File: config.mk
export PLATFORM = sky130hd
export DESIGN_NAME = brlt_controller
export DESIGN_NICKNAME = d
export VERILOG_FILES = /design/src/brlt_pkg.sv /design/src/brlt_controller.sv
export SDC_FILE = /design/constraint.sdc
export NUM_CORES = 1
export LEC_CHECK = 0
export ABC_AREA = 1
export ABC_CLOCK_PERIOD_IN_PS = 2100
export BUFFER_PORTS_ARGS = -buffer_cell sky130_fd_sc_hd__buf_4
export CAP_MARGIN = 15
export CORE_UTILIZATION = 47
export CTS_BUF_LIST = sky130_fd_sc_hd__clkbuf_2
export DETAILED_ROUTE_END_ITERATION = 8
export HOLD_SLACK_MARGIN = 0.15
export PLACE_DENSITY = 0.88
export SYNTH_ARGS = -nofsm -noshare
export SYNTH_HDL_FRONTEND = slang
export SYNTH_SLANG_ARGS = --single-unit
File: constraint.sdc
create_clock -name clk -period 2.1 [get_ports clk]
set_clock_uncertainty 0.05 [all_clocks]
set_input_delay 0.21 -clock clk [delete_from_list [all_inputs] [get_ports clk]]
set_output_delay 0.21 -clock clk [all_outputs]
set_load 0.01 [all_outputs]
File: src/brlt_pkg.sv
// ----------------------------------------------------------------------------
// brlt_pkg: shared types and constants of the byte-range lock table
// Holds the table sizes, entry record, request opcodes, reply codes and the
// controller states used by the controller and the datapath.
// ----------------------------------------------------------------------------
package brlt_pkg;

  localparam int HELD_DEPTH = 16;
  localparam int WAIT_DEPTH = 16;
  localparam int HIW = (HELD_DEPTH > 1) ? $clog2(HELD_DEPTH) : 1;
  localparam int WIW = (WAIT_DEPTH > 1) ? $clog2(WAIT_DEPTH) : 1;
  localparam int HCW = $clog2(HELD_DEPTH + 1);
  localparam int WCW = $clog2(WAIT_DEPTH + 1);
  localparam logic [62:0] END_MAX = {63{1'b1}};

  typedef enum logic [1:0] {
    OP_TRY     = 2'd0,
    OP_BLOCK   = 2'd1,
    OP_UNLOCK  = 2'd2,
    OP_RELEASE = 2'd3
  } op_t;

  typedef enum logic [3:0] {
    ST_GRANTED   = 4'd0,
    ST_QUEUED    = 4'd1,
    ST_BUSY      = 4'd2,
    ST_UNLOCKED  = 4'd3,
    ST_NOMATCH   = 4'd4,
    ST_FULL      = 4'd5,
    ST_LATE      = 4'd6,
    ST_CANCELLED = 4'd7,
    ST_RELEASED  = 4'd8
  } status_t;

  typedef struct packed {
    logic [62:0] start;
    logic [62:0] fin;
    logic        excl;
    logic [31:0] owner;
    logic [7:0]  client;
    logic [7:0]  tag;
  } entry_t;

  typedef enum logic [3:0] {
    S_IDLE,
    S_JUDGE,
    S_DECIDE,
    S_UNLK,
    S_HSHIFT,
    S_RCANCEL,
    S_RHELD,
    S_PLOAD,
    S_PJUDGE,
    S_PDECIDE,
    S_REPLY
  } state_t;

  // Controller to datapath commands.
  typedef struct packed {
    logic     capture;     // latch request
    logic     scan_clr;    // clear scan flags and index
    logic     scan_held;   // examine one held entry (judge)
    logic     scan_wait;   // examine one queued entry (judge)
    logic     do_hold;     // append candidate to held table
    logic     do_queue;    // append candidate to queue
    logic     unlk_step;   // examine one held entry for unlock, newest first
    logic     shift_step;  // move one held entry down over removed slot
    logic     rc_step;     // release: examine one queued entry
    logic     rh_step;     // release: examine one held entry, newest first
    logic     pass_init;   // start queue pass
    logic     pass_load;   // pick queued entry as candidate
    logic     pass_keep;   // keep queued entry (compact)
    logic     pass_next;   // advance pass index
    logic     pass_end;    // set queue count to kept count
  } cmd_t;

  // Datapath to controller status.
  typedef struct packed {
    logic     held_done;
    logic     wait_done;
    logic     kept_busy;
    logic     must_wait;
    logic     held_full;
    logic     wait_full;
    logic     unlk_hit;
    logic     unlk_done;
    logic     shift_done;
    logic     rc_hit;
    logic     rc_done;
    logic     rh_done;
    logic     removed;
    logic     pass_done;
    logic     op_lock;
    logic     op_block;
    logic     op_unlock;
  } stat_t;

endpackage

File: src/brlt_controller.sv
// ----------------------------------------------------------------------------
// brlt_controller: request sequencer of the byte-range lock table
// Steps the datapath through judge, unlock, release and queue pass phases
// and issues the reply beats.
// ----------------------------------------------------------------------------
module brlt_controller (
  input  logic                clk,
  input  logic                rst_n,
  input  logic                in_fire,
  output logic                in_ready,
  output brlt_pkg::cmd_t      cmd,
  input  brlt_pkg::stat_t     stat,
  input  logic [7:0]          cur_tag,
  input  logic [7:0]          pass_tag,
  input  logic [7:0]          rc_tag,
  output logic                rep_valid,
  input  logic                rep_ready,
  output logic [7:0]          rep_tag,
  output logic [3:0]          rep_status,
  output logic                rep_last
);

  brlt_pkg::state_t state_r, state_nxt;
  brlt_pkg::status_t fin_r, fin_nxt;
  logic in_pass_r, in_pass_nxt;

  always_ff @(posedge clk) begin
    if (!rst_n) begin
      state_r   <= brlt_pkg::S_IDLE;
      fin_r     <= brlt_pkg::ST_GRANTED;
      in_pass_r <= 1'b0;
    end else begin
      state_r   <= state_nxt;
      fin_r     <= fin_nxt;
      in_pass_r <= in_pass_nxt;
    end
  end

  always_comb begin
    state_nxt   = state_r;
    fin_nxt     = fin_r;
    in_pass_nxt = in_pass_r;
    cmd         = '0;
    in_ready    = 1'b0;
    rep_valid   = 1'b0;
    rep_tag     = cur_tag;
    rep_status  = fin_r;
    rep_last    = 1'b1;
    unique case (state_r)
      brlt_pkg::S_IDLE: begin
        in_ready = 1'b1;
        if (in_fire) begin
          cmd.capture = 1'b1;
          state_nxt   = brlt_pkg::S_UNLK;
        end
      end
      brlt_pkg::S_UNLK: begin
        if (stat.op_lock) begin
          cmd.scan_clr = 1'b1;
          in_pass_nxt  = 1'b0;
          state_nxt    = brlt_pkg::S_JUDGE;
        end else if (stat.op_unlock) begin
          if (stat.unlk_hit) begin
            state_nxt = brlt_pkg::S_HSHIFT;
          end else if (stat.unlk_done) begin
            fin_nxt   = brlt_pkg::ST_NOMATCH;
            state_nxt = brlt_pkg::S_REPLY;
          end else begin
            cmd.unlk_step = 1'b1;
          end
        end else begin
          cmd.pass_init = 1'b1;
          state_nxt     = brlt_pkg::S_RCANCEL;
        end
      end
      brlt_pkg::S_HSHIFT: begin
        if (stat.shift_done) begin
          if (stat.op_unlock) begin
            fin_nxt   = brlt_pkg::ST_UNLOCKED;
            cmd.pass_init = 1'b1;
            state_nxt = brlt_pkg::S_PLOAD;
          end else begin
            state_nxt = brlt_pkg::S_RHELD;
          end
        end else begin
          cmd.shift_step = 1'b1;
        end
      end
      brlt_pkg::S_RCANCEL: begin
        if (stat.rc_done) begin
          state_nxt = brlt_pkg::S_RHELD;
        end else begin
          rep_tag    = rc_tag;
          rep_status = brlt_pkg::ST_CANCELLED;
          rep_last   = 1'b0;
          rep_valid  = stat.rc_hit;
          if (!stat.rc_hit || rep_ready) begin
            cmd.rc_step = 1'b1;
          end
        end
      end
      brlt_pkg::S_RHELD: begin
        fin_nxt = brlt_pkg::ST_RELEASED;
        if (stat.unlk_hit) begin
          state_nxt = brlt_pkg::S_HSHIFT;
        end else if (stat.rh_done) begin
          if (stat.removed) begin
            cmd.pass_init = 1'b1;
            state_nxt     = brlt_pkg::S_PLOAD;
          end else begin
            state_nxt = brlt_pkg::S_REPLY;
          end
        end else begin
          cmd.rh_step = 1'b1;
        end
      end
      brlt_pkg::S_JUDGE: begin
        if (!stat.held_done) begin
          cmd.scan_held = 1'b1;
        end else if (!stat.wait_done) begin
          cmd.scan_wait = 1'b1;
        end else begin
          state_nxt = in_pass_r ? brlt_pkg::S_PDECIDE : brlt_pkg::S_DECIDE;
        end
      end
      brlt_pkg::S_DECIDE: begin
        state_nxt = brlt_pkg::S_REPLY;
        if (!stat.must_wait) begin
          if (stat.held_full) begin
            fin_nxt = brlt_pkg::ST_FULL;
          end else begin
            cmd.do_hold = 1'b1;
            fin_nxt     = brlt_pkg::ST_GRANTED;
          end
        end else if (!stat.op_block) begin
          fin_nxt = brlt_pkg::ST_BUSY;
        end else if (stat.wait_full) begin
          fin_nxt = brlt_pkg::ST_FULL;
        end else begin
          cmd.do_queue = 1'b1;
          fin_nxt      = brlt_pkg::ST_QUEUED;
        end
      end
      brlt_pkg::S_PLOAD: begin
        if (stat.pass_done) begin
          cmd.pass_end = 1'b1;
          state_nxt    = brlt_pkg::S_REPLY;
        end else begin
          cmd.pass_load = 1'b1;
          in_pass_nxt   = 1'b1;
          state_nxt     = brlt_pkg::S_PJUDGE;
        end
      end
      brlt_pkg::S_PJUDGE: begin
        // Held entries and the kept part of the queue are scanned side by
        // side; the decision waits until both are done.
        if (!stat.held_done) begin
          cmd.scan_held = 1'b1;
        end else if (!stat.kept_busy) begin
          state_nxt = brlt_pkg::S_PDECIDE;
        end
      end
      brlt_pkg::S_PDECIDE: begin
        if (stat.must_wait || stat.held_full) begin
          cmd.pass_keep = 1'b1;
          cmd.pass_next = 1'b1;
          state_nxt     = brlt_pkg::S_PLOAD;
        end else begin
          rep_valid  = 1'b1;
          rep_tag    = pass_tag;
          rep_status = brlt_pkg::ST_LATE;
          rep_last   = 1'b0;
          if (rep_ready) begin
            cmd.do_hold   = 1'b1;
            cmd.pass_next = 1'b1;
            state_nxt     = brlt_pkg::S_PLOAD;
          end
        end
      end
      brlt_pkg::S_REPLY: begin
        rep_valid = 1'b1;
        if (rep_ready) begin
          state_nxt = brlt_pkg::S_IDLE;
        end
      end
      default: begin
        state_nxt = brlt_pkg::S_IDLE;
      end
    endcase
  end

endmodule

# --- Word level (Yosys, flattened, before mapping) ---
# Cells that the tools add are included.
# Widths: inputs -> output; s select.
classes:
  muxes: 92
  reduce_logical: 10
  n_eq_ne: 28
op_table:
  columns: ["operator", "count"]
  rows:
  - ["$mux 4", 27]
  - ["$mux 1", 48]
  - ["$pmux 4 s11", 1]
  - ["$ne 2x2->1 const B", 15]
  - ["$eq 4x3->1 const B", 4]
  - ["$mux 8", 2]
  - ["$pmux 4 s4", 1]
  - ["$pmux 8 s2", 1]
  - ["$eq 4x4->1 const B", 3]
  - ["$reduce_and 11->1", 1]
  - ["$mux 3", 3]
  - ["$eq 4x2->1 const B", 2]
  - ["$pmux 4 s2", 1]
  - ["$reduce_and 7->1", 1]
  - ["$mux 2", 3]
  - ["$ne 3x3->1 const B", 2]
  - ["$pmux 1 s2", 3]
  - ["$pmux 1 s3", 2]
  - ["$ne 5x5->1 const B", 1]
  - ["$eq 4x1->1 const B", 1]
  - ["$logic_not 4->1", 1]
  - ["$reduce_bool 4->1", 1]
  - ["$reduce_and 3->1", 1]
  - ["$logic_or 1x1->1", 2]
  - ["3 further kinds", 3]
word_totals:
  ff_bits: 9
  inputBits: 45
  output_inout_bits: 30

# --- Depth between registers and ports, before layout ---
depth:
  depth_word: 5
  mapped_depth: 11

# --- Least setup slack after synthesis ---
# OpenSTA, ideal clock, no wires.
synth_timing:
  kind: "reg-to-output"
  start: "register state_r[0]"
  end: "output rep_tag[0]"
  arrival_ns: 1.264
  n_path_buf: 1
  path_stages_with_launch: 9
  path_slack_ns: 0.576
  path_cell_list: "dfxtp_1 > nand2_1 > nor2_1 > buf_2 > nand2_1 > nand2_1 > inv_2 > nand2_1 > nand3_1"
synth_between:
  elab_chain_len: 2
  word_cells_on_any_way: 3
  classes_between: "eq/ne: 2; mux: 1"
synth_lines:
  columns: ["item", "line", "text"]
  rows:
  - ["start, declared", "brlt_controller.sv:23", "brlt_pkg::state_t state_r, state_nxt;"]
  - ["start signal, assigned", "brlt_controller.sv:29", "state_r <= brlt_pkg::S_IDLE;"]
  - ["start signal, assigned", "brlt_controller.sv:33", "state_r <= state_nxt;"]
  - ["$eq 4x4->1 / $eq 4x3->1 (equally long branches)", "brlt_controller.sv:49", "unique case (state_r)"]
  - ["$pmux 8 s2 *", "brlt_controller.sv:49", null]
  - ["end, declared", "brlt_controller.sv:18", "output logic [7:0] rep_tag,"]
# Mark *: on every way between the ends. The rest lies on a longest branch, timed or not.

# --- Worst setup path after layout ---
layout_timing:
  start: "register state_r[1]"
  end: "output rep_status[2]"
layout_between:
  elab_chain_len: 2
  word_cells_on_any_way: 3
  classes_between: "eq/ne: 2; mux: 1"
layout_lines:
  columns: ["item", "line", "text"]
  rows:
  - ["$eq 4x4->1 / $eq 4x3->1 (equally long branches)", "brlt_controller.sv:49", null]
  - ["$pmux 4 s2 *", "brlt_controller.sv:49", null]
  - ["end, declared", "brlt_controller.sv:19", "output logic [3:0] rep_status,"]
# Marked as above.

==> metrics.md <==
| Metric | Value |
|---|---|
| Status | `complete, no violations` |
| Worst path slowest cell | `dfxtp_1` |
| TritonCTS clock tree | `done` |
| Yosys reg bits | `9` |
| CP Class | `flop to output port` |
| Vias | `roughly 1700` |
| Synthesized netlist cell count | `approximately 220` |
| Max Cap Violations | `0` |
| Critical Path Start Type | `flop` |
| Share of the yosys chip area belonging to registers | `between 10% and 20%` |
| Initial Util | `~51%` |
| Mapped cell area | `between 0.001 and 0.0015 mm^2` |
| Mean Syn Cell Area | `slightly above 5 um^2` |
| Tmin final | `between 1.5 and 2 ns` |
| # port buffers | `74` |
| 1st-pass router iterations | `4` |
| Antenna violations before repair | `0` |
| Fmax | `517 MHz` |
| Syn-to-layout area delta | `55.2%` |
| Sequential cell area | `around 180 um^2` |
| Iteration-0 DRC Markers | `57` |
| Final Hold Viols | `0` |
| # IOs | `between 70 and 80` |
| N_diodes | `0` |
| WP data arrival | `between 1.5 and 2 ns` |
| Clock Sinks | `9` |
| Filler cell count | `218` |
| Routed len/inst | `between 10 and 15 um` |
| Setup Fix Bufs, Post-CTS | `0` |
| CP required | `around 1.8 ns` |
| Layout net count | `between 300 and 400` |
| Tcrit/Tclk final | `between 90% and 100%` |
| Leak Pwr | `just over 1 nW` |
| Max Slew Vio Count | `0` |
| Most common cell after layout, fill and taps aside | `buf_4` |
| Pin count of the biggest net entering global routing | `13` |
| RSZ-0062 raised after global routing | `no` |
| GR Overflow Total | `0` |
| Endpoint type of the worst setup path | `output port` |
| Cts bufs inserted | `3` |
| H-tree Lvls | `1` |
| Rel. slew slack | `about three quarters` |
| Pwr Density | `861 mW/mm^2` |
| Commonest non-fill, non-tap cells in the layout | `78 x buf_4, 58 x nand2_1, 43 x nor2_1` |
| DR DRC count | `0` |
| Synth Net Count | `between 200 and 300` |
| Crit-path max cell delay | `between 0.4 and 0.5 ns` |
| CP max FO | `7` |
| RePlAce Congestion | `between 0.8 and 0.9` |
| Final setup fails | `0` |
| Number of global-route vias before repair | `1441` |
| Post-route ant nets | `0` |
| DRT Wirelength | `between 3000 and 4000 um` |
| Fraction of layout instances using a drive strength above 1 | `roughly a third` |
| Worst Hold Class | `input port to flop` |
| Fin Setup TNS | `0 ns` |
| VDD IR max | `approximately 740 uV` |
| Core area | `0.00225 mm^2` |
| CTS clk-pin slew, worst paths | `0.10 ns` |
| CP dominant cell by count | `nand2_1` |
| First-pass GRT wire length | `6120 um` |
| Die outline height | `roughly 50 um` |
| Clk_lat worst skew | `~0.26 ns` |
| Vias per inst | `between 5 and 6` |
| Die W | `between 50 and 60 um` |
| Distinct cell type count after synthesis | `23` |
| Root Driver | `clkbuf_2` |
| Die Area | `0.00264 mm^2` |
| Post-detail-place hpwl | `approximately 3200 um` |
| Crit-path cells | `inv_2, nand2_1, nor2_4, nand2_1, nand2_1, or2_2, buf_4` |
| Maximum clock path buffer count | `2` |
| Pre-CTS WS | `about 0.37 ns` |
| Least-Margin Pin Slew | `between 0.3 and 0.4 ns` |
| Synth Warn # | `0` |
| Row count | `17` |
| Total GRT Usage | `between 30% and 40%` |
| Area of the multi-input gates | `approximately 830 um^2` |
| PnR worst setup slack | `0.164 ns` |
synth_stat cells (all sizes together):
library cell / count / area, um^2
inv: 31 / 116
clkinv: 2 / 7.51
nand2: 60 / 230
o21ai: 7 / 35.0
dfxtp: 9 / 180
o221ai: 2 / 17.5
nand3: 35 / 185
nand4: 10 / 62.6
nor2: 51 / 214
or2: 2 / 12.5
o31ai: 1 / 7.51
nor3: 5 / 25.0
a21oi: 5 / 28.8
buf: 3 / 23.8
final timing paths:
check                  endpoint  slack (ns)  depth (start not counted)        from
setup reg to reg     state_r[1]        0.40                         12  state_r[1]
hold reg to reg        fin_r[3]        0.43                          2    fin_r[3]
hold / removal       state_r[3]        0.17                          3       rst_n
setup / recovery  rep_status[2]        0.16                          7  state_r[1]
state kept, by name, indices dropped and copies added (netlist names):
| name | cells |
|---|---|
| fin_r | 4 |
| state_r | 4 |
| in_pass_r | 1 |
where the power goes:
group	total (W)	internal, W	switching (W)
clock	0.000112	0.0000431	0.0000694
sequential	0.000307	0.000237	0.0000701
combinational	0.00111	0.000446	0.000666
what timing repair did:
action | 4_1_cts | 5_1_grt
hold buffers | 0 | 0
endpoints found under the setup margin | 0 | 14
gates resized for setup | 0 | 6
endpoints found under the hold margin | 0 | 0
metrics by stage:
| step | utilization, % | instances | hold WS [ns] | total power, W | area, um^2 |
|---|---|---|---|---|---|
| 6_report | 78.9 | 330 | 0.172 | 0.00153 | 1780 |
| 4_1_cts | 78.2 | 330 | 0.177 | 0.00150 | 1760 |
| 2_1_floorplan | - | 223 | 0.280 | 0.00101 | 1150 |
| 3_5_place_dp | 77.3 | 326 | 0.410 | 0.00139 | 1740 |
| 3_3_place_gp | 77.3 | 326 | 0.407 | 0.00137 | 1740 |
| 5_1_grt | 78.9 | 330 | 0.165 | 0.00168 | 1780 |
routing by layer:
metal	vias up	part of all wire (%)	track usage, %
li1	882	-	-
met1	727	43	40.6
met2	73	48	50.4
met3	4	8.1	5.06
met4	0	0.49	5.41
met5	-	0	0
final cells by class:
cell class                 count  area share (%)
timing repair buffer          78            32.9
inverter                      33            6.96
clock buffer                   3           0.844
multi-input combinational    178            46.7
sequential                     9            10.3
clock inverter                 1           0.281
tap                           28            1.97
critical path: cells and delay by family (launching register included):
family | cells | cell delay, ns
flip-flops | 1 | 0.48
buffers and inverters | 2 | 0.23
AND/OR/NAND/NOR | 5 | 0.70
logic make-up after synthesis:
group	count (synthesis)	share of synthesized area [%]
flip-flops	9	15.7
AND/OR/NAND/NOR	163	63.6
buffers and inverters	36	12.9
AO/OA/AOI/OAI	15	7.75
(Power assumes the default switching activity.)
